===== src/hw/rtl/tpsc_pkg.sv =====
// Package for the TS PID stream classifier: request codes, class codes,
// format identifiers and the controller/datapath handshake structs.
// No dependencies.
package tpsc_pkg;

   // table size default
   localparam int TPSC_TABLE_DEPTH = 32;

   // request codes
   localparam logic [2:0] REQ_TABLE_START = 3'd0;
   localparam logic [2:0] REQ_ENTRY_START = 3'd1;
   localparam logic [2:0] REQ_DESCRIPTOR  = 3'd2;
   localparam logic [2:0] REQ_ENTRY_END   = 3'd3;
   localparam logic [2:0] REQ_PID_QUERY   = 3'd4;

   // stream class codes
   localparam logic [3:0] CLS_UNKNOWN = 4'd0;
   localparam logic [3:0] CLS_KLVA    = 4'd1;
   localparam logic [3:0] CLS_EXI     = 4'd2;
   localparam logic [3:0] CLS_XML     = 4'd3;
   localparam logic [3:0] CLS_HDMV    = 4'd4;
   localparam logic [3:0] CLS_H264    = 4'd5;
   localparam logic [3:0] CLS_VIDEO   = 4'd6;
   localparam logic [3:0] CLS_AUDIO   = 4'd7;
   localparam logic [3:0] CLS_H265    = 4'd8;

   // stream type bytes
   localparam logic [7:0] ST_VIDEO_MPEG2 = 8'h02;
   localparam logic [7:0] ST_AUDIO_A     = 8'h03;
   localparam logic [7:0] ST_AUDIO_B     = 8'h04;
   localparam logic [7:0] ST_PRIVATE     = 8'h06;
   localparam logic [7:0] ST_METADATA    = 8'h15;
   localparam logic [7:0] ST_H264        = 8'h1B;
   localparam logic [7:0] ST_H265        = 8'h24;

   // descriptor tags
   localparam logic [7:0] TAG_REGISTRATION = 8'h05;
   localparam logic [7:0] TAG_METADATA     = 8'h26;

   // format identifiers and fixed HDMV tags
   localparam logic [31:0] ID_KLVA = 32'h4B4C5641;
   localparam logic [31:0] ID_EXI  = 32'h24455849;
   localparam logic [31:0] ID_XML  = 32'h24584D4C;
   localparam logic [31:0] ID_HEVC = 32'h48455643;
   localparam logic [63:0] HDMV_TAG_A = 64'h48444D56FF1B443F;
   localparam logic [63:0] HDMV_TAG_B = 64'h48445052FF1B673F;

   // controller to datapath commands
   typedef struct packed {
      logic accept;       // input transfer this cycle
      logic scan_step;    // advance table scan
      logic scan_finish;  // scan ends, post result
   } ctrl_cmd_type;

   // datapath to controller status
   typedef struct packed {
      logic needs_scan;   // offered item needs a table scan
      logic scan_done;    // scan has its answer
   } dp_status_type;

endpackage


===== src/hw/rtl/tpsc_ctrl.sv =====
// Controller for the TS PID stream classifier: idle/scan state machine.
// Depends on tpsc_pkg.
module tpsc_ctrl
   import tpsc_pkg::*;
(
   input  logic          clock,
   input  logic          reset,
   input  logic          start,
   input  dp_status_type status,
   output ctrl_cmd_type  cmd,
   output logic          busy
);

   typedef enum logic [1:0] {
      ST_IDLE = 2'b01,
      ST_SCAN = 2'b10
   } ctrl_state_type;

   ctrl_state_type state_ff, state_in;

   // next state and commands
   always_comb begin
      state_in        = state_ff;
      cmd.accept      = 1'b0;
      cmd.scan_step   = 1'b0;
      cmd.scan_finish = 1'b0;
      case (state_ff)
         ST_IDLE: begin
            cmd.accept = start;
            if (start && status.needs_scan) begin
               state_in = ST_SCAN;
            end
         end
         ST_SCAN: begin
            if (status.scan_done) begin
               cmd.scan_finish = 1'b1;
               state_in        = ST_IDLE;
            end else begin
               cmd.scan_step = 1'b1;
            end
         end
         default: begin
            state_in = ST_IDLE;
         end
      endcase
   end

   always_ff @(posedge clock) begin
      if (reset) begin
         state_ff <= ST_IDLE;
      end else begin
         state_ff <= state_in;
      end
   end

   assign busy = (state_ff != ST_IDLE);

endmodule


===== src/hw/rtl/tpsc_dpath.sv =====
// Datapath for the TS PID stream classifier: entry state, descriptor
// decode, PID table memory with serial scan, and result registers.
// Depends on tpsc_pkg.
module tpsc_dpath
   import tpsc_pkg::*;
#(
   parameter int TABLE_DEPTH = TPSC_TABLE_DEPTH
)
(
   input  logic          clock,
   input  logic          reset,
   input  ctrl_cmd_type  cmd,
   output dp_status_type status,
   input  logic [2:0]    req_type,
   input  logic [4:0]    req_version,
   input  logic [12:0]   req_pid,
   input  logic [7:0]    req_stream_type_code,
   input  logic [7:0]    req_desc_tag,
   input  logic [7:0]    req_desc_len,
   input  logic [63:0]   req_desc_bytes,
   input  logic [7:0]    req_desc_byte_nine,
   output logic          rsp_strobe,
   output logic [3:0]    rsp_stream_class,
   output logic          rsp_hit,
   output logic          rsp_table_full,
   output logic          rsp_skipped
);

   localparam int AW = (TABLE_DEPTH > 1) ? $clog2(TABLE_DEPTH) : 1;
   localparam int CW = $clog2(TABLE_DEPTH + 1);

   typedef struct packed {
      logic [12:0] pid;
      logic [3:0]  cls;
   } slot_type;

   // format identifier to class
   function automatic logic [3:0] id_class(input logic [31:0] id);
      logic [3:0] c;
      c = CLS_UNKNOWN;
      if (id == ID_KLVA) begin
         c = CLS_KLVA;
      end else if (id == ID_EXI) begin
         c = CLS_EXI;
      end else if (id == ID_XML) begin
         c = CLS_XML;
      end
      return c;
   endfunction

   // entry and table state
   logic [5:0]    last_version_ff, last_version_in;
   logic          skip_table_ff, skip_table_in;
   logic [12:0]   entry_pid_ff, entry_pid_in;
   logic [7:0]    entry_type_ff, entry_type_in;
   logic          desc_found_ff, desc_found_in;
   logic [3:0]    captured_ff, captured_in;
   logic [CW-1:0] fill_ff, fill_in;

   // scan state
   logic [CW-1:0] idx_ff, idx_in;
   logic [12:0]   key_ff, key_in;
   logic          op_ins_ff, op_ins_in;
   slot_type      rd_ff;
   slot_type      slot_mem [TABLE_DEPTH];

   // result registers
   logic          rsp_strobe_ff, rsp_strobe_in;
   logic [3:0]    rsp_class_ff, rsp_class_in;
   logic          rsp_hit_ff, rsp_hit_in;
   logic          rsp_full_ff, rsp_full_in;
   logic          rsp_skip_ff, rsp_skip_in;

   // descriptor payload with bytes beyond length zeroed
   logic [63:0]   pay;
   logic [7:0]    pay_nine;
   logic [3:0]    desc_class;
   logic          desc_decides;

   logic          match;
   logic          table_has_room;
   logic          wr_en;
   logic          rd_en;
   logic          in_skipped;

   always_comb begin
      for (int j = 0; j < 8; j++) begin
         pay[63 - 8 * j -: 8] = (req_desc_len > 8'(j)) ? req_desc_bytes[63 - 8 * j -: 8] : 8'h00;
      end
      pay_nine = (req_desc_len >= 8'd9) ? req_desc_byte_nine : 8'h00;
   end

   // first deciding descriptor of the entry
   always_comb begin
      desc_decides = 1'b0;
      desc_class   = CLS_UNKNOWN;
      case (entry_type_ff)
         ST_PRIVATE, ST_METADATA: begin
            if (req_desc_tag == TAG_REGISTRATION) begin
               desc_decides = 1'b1;
               desc_class   = id_class(pay[63:32]);
            end else if (req_desc_tag == TAG_METADATA) begin
               desc_decides = 1'b1;
               desc_class   = id_class(pay[39:8]);
            end
         end
         ST_H264: begin
            if (req_desc_tag == TAG_REGISTRATION) begin
               desc_decides = 1'b1;
               desc_class   = ((pay == HDMV_TAG_A || pay == HDMV_TAG_B) && pay_nine == 8'h00)
                              ? CLS_HDMV : CLS_H264;
            end
         end
         ST_H265: begin
            if (req_desc_tag == TAG_REGISTRATION) begin
               desc_decides = 1'b1;
               desc_class   = (pay[63:32] == ID_HEVC) ? CLS_H265 : CLS_UNKNOWN;
            end
         end
         default: begin
            desc_decides = 1'b0;
         end
      endcase
   end

   // scan compare: idx points one past the entry held in rd_ff
   assign match          = (idx_ff != '0) && (rd_ff.pid == key_ff);
   assign table_has_room = (fill_ff < CW'(TABLE_DEPTH));
   assign rd_en          = cmd.scan_step && (idx_ff < fill_ff);
   assign wr_en          = cmd.scan_finish && op_ins_ff && !match && table_has_room;

   assign in_skipped = skip_table_ff && (req_type == REQ_ENTRY_START ||
                       req_type == REQ_DESCRIPTOR || req_type == REQ_ENTRY_END);

   assign status.needs_scan = (req_type == REQ_PID_QUERY) ||
                              (req_type == REQ_ENTRY_END && !skip_table_ff &&
                               captured_ff != CLS_UNKNOWN);
   assign status.scan_done  = match || (idx_ff >= fill_ff);

   // next state and result
   always_comb begin
      last_version_in = last_version_ff;
      skip_table_in   = skip_table_ff;
      entry_pid_in    = entry_pid_ff;
      entry_type_in   = entry_type_ff;
      desc_found_in   = desc_found_ff;
      captured_in     = captured_ff;
      fill_in         = fill_ff;
      idx_in          = idx_ff;
      key_in          = key_ff;
      op_ins_in       = op_ins_ff;
      rsp_strobe_in   = 1'b0;
      rsp_class_in    = rsp_class_ff;
      rsp_hit_in      = rsp_hit_ff;
      rsp_full_in     = rsp_full_ff;
      rsp_skip_in     = rsp_skip_ff;

      if (cmd.accept) begin
         idx_in        = '0;
         key_in        = (req_type == REQ_PID_QUERY) ? req_pid : entry_pid_ff;
         op_ins_in     = (req_type != REQ_PID_QUERY);
         rsp_strobe_in = !status.needs_scan;
         rsp_class_in  = CLS_UNKNOWN;
         rsp_hit_in    = 1'b0;
         rsp_full_in   = 1'b0;
         rsp_skip_in   = 1'b0;
         if (req_type == REQ_TABLE_START) begin
            if ({1'b0, req_version} == last_version_ff) begin
               skip_table_in = 1'b1;
               rsp_skip_in   = 1'b1;
            end else begin
               last_version_in = {1'b0, req_version};
               skip_table_in   = 1'b0;
            end
         end else if (in_skipped) begin
            rsp_skip_in = 1'b1;
         end else if (req_type == REQ_ENTRY_START) begin
            entry_pid_in  = req_pid;
            entry_type_in = req_stream_type_code;
            desc_found_in = 1'b0;
            if (req_stream_type_code == ST_H264) begin
               captured_in = CLS_H264;
            end else if (req_stream_type_code == ST_VIDEO_MPEG2) begin
               captured_in = CLS_VIDEO;
            end else if (req_stream_type_code == ST_AUDIO_A ||
                         req_stream_type_code == ST_AUDIO_B) begin
               captured_in = CLS_AUDIO;
            end else begin
               captured_in = CLS_UNKNOWN;
            end
            rsp_class_in = captured_in;
         end else if (req_type == REQ_DESCRIPTOR) begin
            if (!desc_found_ff && desc_decides) begin
               desc_found_in = 1'b1;
               captured_in   = desc_class;
            end
            rsp_class_in = captured_in;
         end else if (req_type == REQ_ENTRY_END) begin
            // unknown class: no insert, answered at once
            rsp_class_in = captured_ff;
         end
      end

      if (cmd.scan_step) begin
         idx_in = idx_ff + CW'(1);
      end

      // scan result
      if (cmd.scan_finish) begin
         rsp_strobe_in = 1'b1;
         rsp_skip_in   = 1'b0;
         if (op_ins_ff) begin
            rsp_class_in = captured_ff;
            rsp_hit_in   = !match && table_has_room;
            rsp_full_in  = !match && !table_has_room;
            if (wr_en) begin
               fill_in = fill_ff + CW'(1);
            end
         end else begin
            rsp_class_in = match ? rd_ff.cls : CLS_UNKNOWN;
            rsp_hit_in   = match;
            rsp_full_in  = 1'b0;
         end
      end
   end

   // control registers
   always_ff @(posedge clock) begin
      if (reset) begin
         last_version_ff <= 6'd32;
         skip_table_ff   <= 1'b0;
         entry_pid_ff    <= '0;
         entry_type_ff   <= '0;
         desc_found_ff   <= 1'b0;
         captured_ff     <= CLS_UNKNOWN;
         fill_ff         <= '0;
         rsp_strobe_ff   <= 1'b0;
      end else begin
         last_version_ff <= last_version_in;
         skip_table_ff   <= skip_table_in;
         entry_pid_ff    <= entry_pid_in;
         entry_type_ff   <= entry_type_in;
         desc_found_ff   <= desc_found_in;
         captured_ff     <= captured_in;
         fill_ff         <= fill_in;
         rsp_strobe_ff   <= rsp_strobe_in;
      end
   end

   // payload registers
   always_ff @(posedge clock) begin
      idx_ff       <= idx_in;
      key_ff       <= key_in;
      op_ins_ff    <= op_ins_in;
      rsp_class_ff <= rsp_class_in;
      rsp_hit_ff   <= rsp_hit_in;
      rsp_full_ff  <= rsp_full_in;
      rsp_skip_ff  <= rsp_skip_in;
   end

   // slot memory: written at fill count, read at scan index
   always_ff @(posedge clock) begin
      if (wr_en) begin
         slot_mem[fill_ff[AW-1:0]] <= '{pid: entry_pid_ff, cls: captured_ff};
      end
      if (rd_en) begin
         rd_ff <= slot_mem[idx_ff[AW-1:0]];
      end
   end

   assign rsp_strobe       = rsp_strobe_ff;
   assign rsp_stream_class = rsp_class_ff;
   assign rsp_hit          = rsp_hit_ff;
   assign rsp_table_full   = rsp_full_ff;
   assign rsp_skipped      = rsp_skip_ff;

endmodule


===== src/hw/rtl/ts_pid_stream_classifier.sv =====
// Top level of the TS PID stream classifier: controller plus datapath.
// Depends on tpsc_pkg, tpsc_ctrl, tpsc_dpath.
//
//   channel   | ports                               | transfer
//   ----------+-------------------------------------+---------------------------
//   request   | start, busy, req_*                  | start high, busy low
//   response  | rsp_strobe, rsp_*                   | rsp_strobe high, one cycle
//
// Table start, entry start, descriptor, skipped or unknown-class entry end and
// unused codes respond in the cycle after the transfer; busy stays low.
// PID query and entry end walk the slot memory one entry a cycle (one read port):
// busy until the walk ends on a PID match or past the last filled slot, and the
// response is shown as busy falls.
// Synchronous active-high reset empties the table; no clearing pass.
// The receiver cannot stall: each response is shown for exactly one cycle.
module ts_pid_stream_classifier
   import tpsc_pkg::*;
#(
   parameter int TABLE_DEPTH = TPSC_TABLE_DEPTH
)
(
   input  logic        clock,
   input  logic        reset,
   input  logic        start,
   output logic        busy,
   input  logic [2:0]  req_type,
   input  logic [4:0]  req_version,
   input  logic [12:0] req_pid,
   input  logic [7:0]  req_stream_type_code,
   input  logic [7:0]  req_desc_tag,
   input  logic [7:0]  req_desc_len,
   input  logic [63:0] req_desc_bytes,
   input  logic [7:0]  req_desc_byte_nine,
   output logic        rsp_strobe,
   output logic [3:0]  rsp_stream_class,
   output logic        rsp_hit,
   output logic        rsp_table_full,
   output logic        rsp_skipped
);

   ctrl_cmd_type  cmd;
   dp_status_type status;

   tpsc_ctrl u_ctrl (
      .clock  (clock),
      .reset  (reset),
      .start  (start),
      .status (status),
      .cmd    (cmd),
      .busy   (busy)
   );

   tpsc_dpath #(
      .TABLE_DEPTH (TABLE_DEPTH)
   ) u_dpath (
      .clock                (clock),
      .reset                (reset),
      .cmd                  (cmd),
      .status               (status),
      .req_type             (req_type),
      .req_version          (req_version),
      .req_pid              (req_pid),
      .req_stream_type_code (req_stream_type_code),
      .req_desc_tag         (req_desc_tag),
      .req_desc_len         (req_desc_len),
      .req_desc_bytes       (req_desc_bytes),
      .req_desc_byte_nine   (req_desc_byte_nine),
      .rsp_strobe           (rsp_strobe),
      .rsp_stream_class     (rsp_stream_class),
      .rsp_hit              (rsp_hit),
      .rsp_table_full       (rsp_table_full),
      .rsp_skipped          (rsp_skipped)
   );

endmodule


===== config.mk =====
export PLATFORM = sky130hd
export DESIGN_NAME = ts_pid_stream_classifier
export DESIGN_NICKNAME = d
export VERILOG_FILES = /design/src/hw/rtl/tpsc_pkg.sv /design/src/hw/rtl/tpsc_ctrl.sv /design/src/hw/rtl/tpsc_dpath.sv /design/src/hw/rtl/ts_pid_stream_classifier.sv
export SDC_FILE = /design/constraint.sdc
export NUM_CORES = 1
export LEC_CHECK = 0
export BUFFER_PORTS_ARGS = -buffer_cell sky130_fd_sc_hd__buf_2
export CORE_ASPECT_RATIO = 0.9
export CORE_MARGIN = 4
export CORE_UTILIZATION = 65
export CTS_BUF_LIST = sky130_fd_sc_hd__clkbuf_4
export DETAILED_ROUTE_END_ITERATION = 6
export GPL_ROUTABILITY_DRIVEN = 0
export PLACE_DENSITY_LB_ADDON = 0.1
export REMOVE_ABC_BUFFERS = 1
export SYNTH_ARGS = -nofsm -noshare
export SYNTH_HDL_FRONTEND = slang
export SYNTH_HIERARCHICAL = 1
export SYNTH_SLANG_ARGS = --single-unit

===== constraint.sdc =====
create_clock -name clock -period 13.7 [get_ports clock]
set_clock_uncertainty 0.1 [all_clocks]
set_input_delay 2.74 -clock clock [delete_from_list [all_inputs] [get_ports clock]]
set_output_delay 2.74 -clock clock [all_outputs]
set_load 0.005 [all_outputs]

# Yosys cells after proc, flatten, opt, wreduce, memory -nomap -nowiden
# Memories as Yosys holds them, arrays and structs flattened. A register that Yosys moved wholly into a read port is not among the register bits.
# Index checks and enable logic that the tools add are counted.
[op_classes] addsub=2 n_lt_le_gt_ge=12 eq_ne=31 mux=66 bitwise=3 n_reduce_logical=41
[ops] operator="$eq 32x30->1 const B" count=4
[ops] operator="$eq 64x63->1 const B" count=2
[ops] operator="$eq 32x31->1 const B" count=3
[ops] operator="$mux 4" count=23
[ops] operator="$mux 8" count=9
[ops] operator="$gt 8x3->1 const B" count=4
[ops] operator="$eq 8x3->1 const B" count=3
[ops] operator="$eq 8x5->1 const B" count=3
[ops] operator="$mux 1" count=22
[ops] operator="$eq 8x2->1 const B" count=2
[ops] operator="$eq 8x6->1 const B" count=2
[ops] operator="$gt 8x1->1 const B" count=2
[ops] operator="$gt 8x2->1 const B" count=2
[ops] operator="$eq 13x13->1" count=1
[ops] operator="$logic_and 1x1->1" count=13
[ops] operator="$mux 13" count=1
[ops] operator="$add 6x1->6 const B" count=2
[ops] operator="$mux 6" count=2
[ops] operator="$pmux 4 s3" count=1
[ops] operator="$mux 2" count=5
[ops] operator="$ge 8x4->1 const B" count=1
[ops] operator="$logic_not 8->1" count=1
[ops] operator="$reduce_and 4->1" count=2
[ops] operator="$reduce_bool 2->1" count=4
[ops] operator="25 further kinds" count=41
[totals] ff_bits=69 ramBits=544 input_bits=120 out_inout_bits=9 word_cells=172 mem_count=1
[memory_table] name="u_dpath.slot_mem" words=32 width=17 read_ports=1 rd_clocked_by_memory_dff=1 wr=1 line_no="tpsc_dpath.sv:65" text="slot_type slot_mem [TABLE_DEPTH];"

# Longest topological paths before layout
[depth] word_depth=16 mapped_depth=18 ltp_nobuf=13

# Cells and area by module
# Netlist, hierarchy kept.
[modules_own_cells] mod="tpsc_dpath" instances=1 cells_per_inst=1345 area_each_um2=25436.9 seq_area_each_um2=18447.7
[modules_own_cells] mod="tpsc_ctrl" instances=1 cells_per_inst=11 area_each_um2=100.1 seq_area_each_um2=40.0

# Worst setup path after synthesis
# Ideal clock, no wire load.
[synth_path] kind="input to register" from="in start" to="reg u_dpath.captured_ff[0]" arrival_time_ps=4869 t_required_ps=13531 setup_slack_ps=8663 path_stages=11 path_cell_list="inv_1 nor2_1 clkbuf_1 nand2b_1 or3_1 clkbuf_1 nand2_1 nor2_1 a211oi_1 nand3_1 o21ai_1"
[synth_lines] element="from (decl)" line_no="ts_pid_stream_classifier.sv:24" text="input logic start,"
[synth_lines] element="to (signal assigned)" line_no="tpsc_dpath.sv:244" text="captured_ff <= captured_in;"
[synth_lines] element="to (decl)" line_no="tpsc_dpath.sv:57" text="logic [3:0] captured_ff, captured_in;"

==> run_results.csv <==
group,metric,value,unit
die,fp.dieH,196.0,um
synthesis,synth_edf_count,587,
global_route,globalRouteOverflowTotal,0,
sta,relSlewSlack,19.45,%
layout,final_util,75.07,%
synthesis,synth_seq_cells,630,
clock_network,root_buffer,"clkbuf_4",
pwr,vdd_drop_max,0.1051,mV
critical_path,crit_fanout,21,
sta,finalSetupTns,0,ns
synthesis,ys_types,72,
synthesis,synthFlopType,"edfxtp_1",
sta,finalHoldViolCount,0,
die,dieArea,42530,um2
synthesis,synth_area_leaders,"edfxtp_1 (69%), mux4_2 (15%), dfxtp_1 (3.4%), nand2_1 (1.6%), nor2_1 (1.1%)",
job,drv_cap,0,
sta,fmax,0.2036,GHz
critical_path,crit_path_frequent_cell,"nand2_1",
sta,worst_hold_slack,0.3524,ns
route,dr.first_iter.drc_count,1554,
critical_path,path_cells,"nor4_1, nand2_1, nand4_1, or2_2, o211ai_1, and3b_2, and2_1, o211a_1, nand2_1, nor2_2, buf_4",
route,first_pass_iters,5,
placement,io_buffers,128,
critical_path,r2r-end,"u_dpath/slot_mem[5][0]",
critical_path,cp-endpoint,"u_dpath/slot_mem[5][0]",
layout,fill_cells,2316,
pwr,power_density,130.1,nW/um2
clock_network,cts_buffers,149,
clock_network,cts_htree_levels,4,
sta,finalSetupViolCount,0,
synthesis,syn_area_per_cell,18.83,um2
critical_path,arrival,5.30,ns
critical_path,reg2reg_from,"u_dpath/idx_ff[4]",
layout,syn_to_final_growth,13.30,%
die,dieWidth,216.9,um
sta,min_period,4.913,ns
synthesis,syn-cell-area,25540,um2
global_route,grt_pass1_vias,14580,
clock_network,ctsResizeCount,0,
critical_path,cpPeakStageDelay,1.14,ns
route,wirelength,57080,um
synthesis,ys_seq_area_share,72.40,%
sta,drv_slew,0,
critical_path,start_kind,"flip-flop",
synthesis,synth_warnings,6,
sta,fin_crit_sh,35.86,%
critical_path,cp_slowest_cell,"edfxtp_1",
die,fp.coreArea,38540,um2
critical_path,path_class,"reg2reg",
critical_path,r2r_setup_slack,8.79,ns
critical_path,worstPathRequired,14.09,ns
route,ant_nets,0,
global_route,grt_pass1_wl,86810,um
clock_network,cts_buffer_depth,3,
synthesis,synth_top_area_cell,"edfxtp_1",
clock_network,insertion_delay,0.82,ns
critical_path,reg2regPathDepth,11,
layout,fin_nets,1747,
clock_network,clock-sinks,630,
status,outcome,"complete, no violations",
clock_network,clk_pin_slew,0.07,ns
global_route,antenna_found_initial,1,
global_route,track_usage,27.57,%
sta,worstMarginPinSlew,1.207,ns
clock_network,cts_setup_buffers,0,
synthesis,synthArstFlopShare,0,%
global_route,grt_max_degree,140,
critical_path,critPathLaunch,"u_dpath/idx_ff[4]",
clock_network,cts_tree,"built",
min_path,worst_hold_path_type,"reg2reg",
placement,dp_hpwl,32070,um
route,vias_per_cell,6.402,
die,pin_count,129,
pwr,leakagePower,9.255,nW
route,drt-wirelength-per-cell,25.49,um
route,via_count,14330,
sta,rsz0062_at_grt,"false",
die,row_count,68,
die,start_util,66.26,%
synthesis,netlist_instances,1356,
clock_network,hold_buffers,0,
critical_path,endpoint_kind,"flip-flop",
layout,drive_above_1_share,37.59,%
synthesis,synth_top_area_share,69.02,%
route,drcViolationCount,0,
## how the worst min path moves through the flow
stage	startpoint	end	slack, ns	cells after the start
finish	u_dpath/last_version_ff[5]	u_dpath/last_version_ff[5]	0.35	2
global route	u_dpath/last_version_ff[5]	u_dpath/last_version_ff[5]	0.38	2
CTS	u_dpath/last_version_ff[5]	u_dpath/last_version_ff[5]	0.35	2
detailed placement	u_dpath/last_version_ff[5]	u_dpath/last_version_ff[5]	0.34	2
global placement	u_dpath/last_version_ff[5]	u_dpath/last_version_ff[5]	0.33	2
floorplan	u_dpath/last_version_ff[5]	u_dpath/last_version_ff[5]	0.32	2
## placed cells by master (no fill, tap or decap), drive strengths merged, types with 16 or more instances in the layout
cell type / netlist / routed
mux2: 18 / 18
dfxtp: 43 / 43
nand2: 109 / 109
a21oi: 37 / 37
clkinv: 0 / 20
nor2: 73 / 73
edfxtp: 587 / 587
inv: 16 / 21
nand3: 16 / 16
clkbuf: 45 / 217
buf: 14 / 167
nor4: 16 / 16
mux4: 170 / 170
## power breakdown
part	switching [mW]	total [mW]	internal, mW	leakage [nW]
clock	0.697	1.51	0.817	1.13
sequential	0.0115	2.10	2.09	5.46
combinational	0.0748	0.148	0.0730	2.67
## layer usage
metal | routed length, um | GRT usage [%] | vias up
met5 | 0 | 0 | -
met4 | 1128 | 8.691 | 0
met3 | 5838 | 6.938 | 89
met2 | 27620 | 42.28 | 823
met1 | 22500 | 40.30 | 7272
li1 | - | - | 6149
## cell families (layout without fill, tap and decap cells)
logic type	count (synthesis)	after routing	synth area share, %
flops	630	630	72.40
simple gates	321	321	6.463
mux	195	195	16.06
compound gates	98	98	2.528
buf+inv	75	432	1.107
xor+xnor	25	25	0.8574
fa+ha+maj	12	12	0.5879
other cells	0	1	0
## per-stage QoR
stage / cells / power (mW) / setup WS (ns) / cell area [um2]
4_1_cts: 2238 / 3.800 / 8.644 / 28930
2_1_floorplan: 1297 / 2.241 / 4.895 / 25310
6_report: 2239 / 3.763 / 8.787 / 28930
5_1_grt: 2239 / 3.927 / 8.391 / 28930
3_3_place_gp: 1989 / 2.288 / 8.362 / 27030
3_5_place_dp: 1989 / 2.291 / 8.328 / 27030
## Yosys cell counts (3+ instances only)
library cell and instances:
a31oi_1 3, or4_1 6, mux2_2 17, nor4bb_1 3, clkbuf_1 45, ha_1 12, o211ai_1 5, edfxtp_1 587
mux2i_1 7, and2_1 7, nand4_1 13, mux4_2 170, a2111oi_0 3, nand3_1 16, or3_1 5, nand2_1 109
xnor2_1 12, a211oi_1 9, a21o_1 4, or3b_2 3, nand4b_1 8, buf_1 13, nor4_1 15, and3_1 6
nor2b_1 5, or4b_2 5, or2_2 6, dfxtp_1 43, a21oi_1 36, or4bb_1 3, nor3_1 12, nand2b_1 6
o21ai_0 9, nor3b_1 5, o21ai_1 4, inv_1 16, xor2_1 13, nor2_1 73
## critical path, delay by kind of cell (launching register included)
kind	cells	cell delay [ns]
simple gates	8	2.41
flops	1	1.14
compound gates	2	0.52
buf+inv	1	0.37
## state kept, by name, summed over array words and instances (netlist names)
| signal | count |
|---|---|
| u_dpath/slot_mem | 544 |
| u_dpath/rd_ff | 17 |
| u_dpath/entry_pid_ff | 13 |
| u_dpath/key_ff | 13 |
| u_dpath/entry_type_ff | 8 |
| u_dpath/fill_ff | 6 |
| u_dpath/idx_ff | 6 |
| u_dpath/last_version_ff | 6 |
| u_dpath/captured_ff | 4 |
| u_dpath/rsp_stream_class | 4 |
| u_ctrl/state_ff | 2 |
| u_dpath/desc_found_ff | 1 |
| u_dpath/op_ins_ff | 1 |
| u_dpath/rsp_hit | 1 |
| u_dpath/rsp_skipped | 1 |
| u_dpath/rsp_strobe | 1 |
| u_dpath/rsp_table_full | 1 |
| u_dpath/skip_table_ff | 1 |
## cell type report
| class | count | area [um2] | area share [%] |
|---|---|---|---|
| well taps | 525 | 656.9 | 2.270 |
| flip-flops and latches | 630 | 18490 | 63.90 |
| multi-input cells | 651 | 6867 | 23.73 |
| clock buffers | 217 | 1629 | 5.631 |
| repair buffers | 167 | 958.4 | 3.313 |
| clock inverters | 32 | 271.5 | 0.9384 |
| diodes | 1 | 2.502 | 0.008649 |
| inverters | 16 | 60.06 | 0.2076 |
Note: power is estimated with default switching activity, not from simulation.
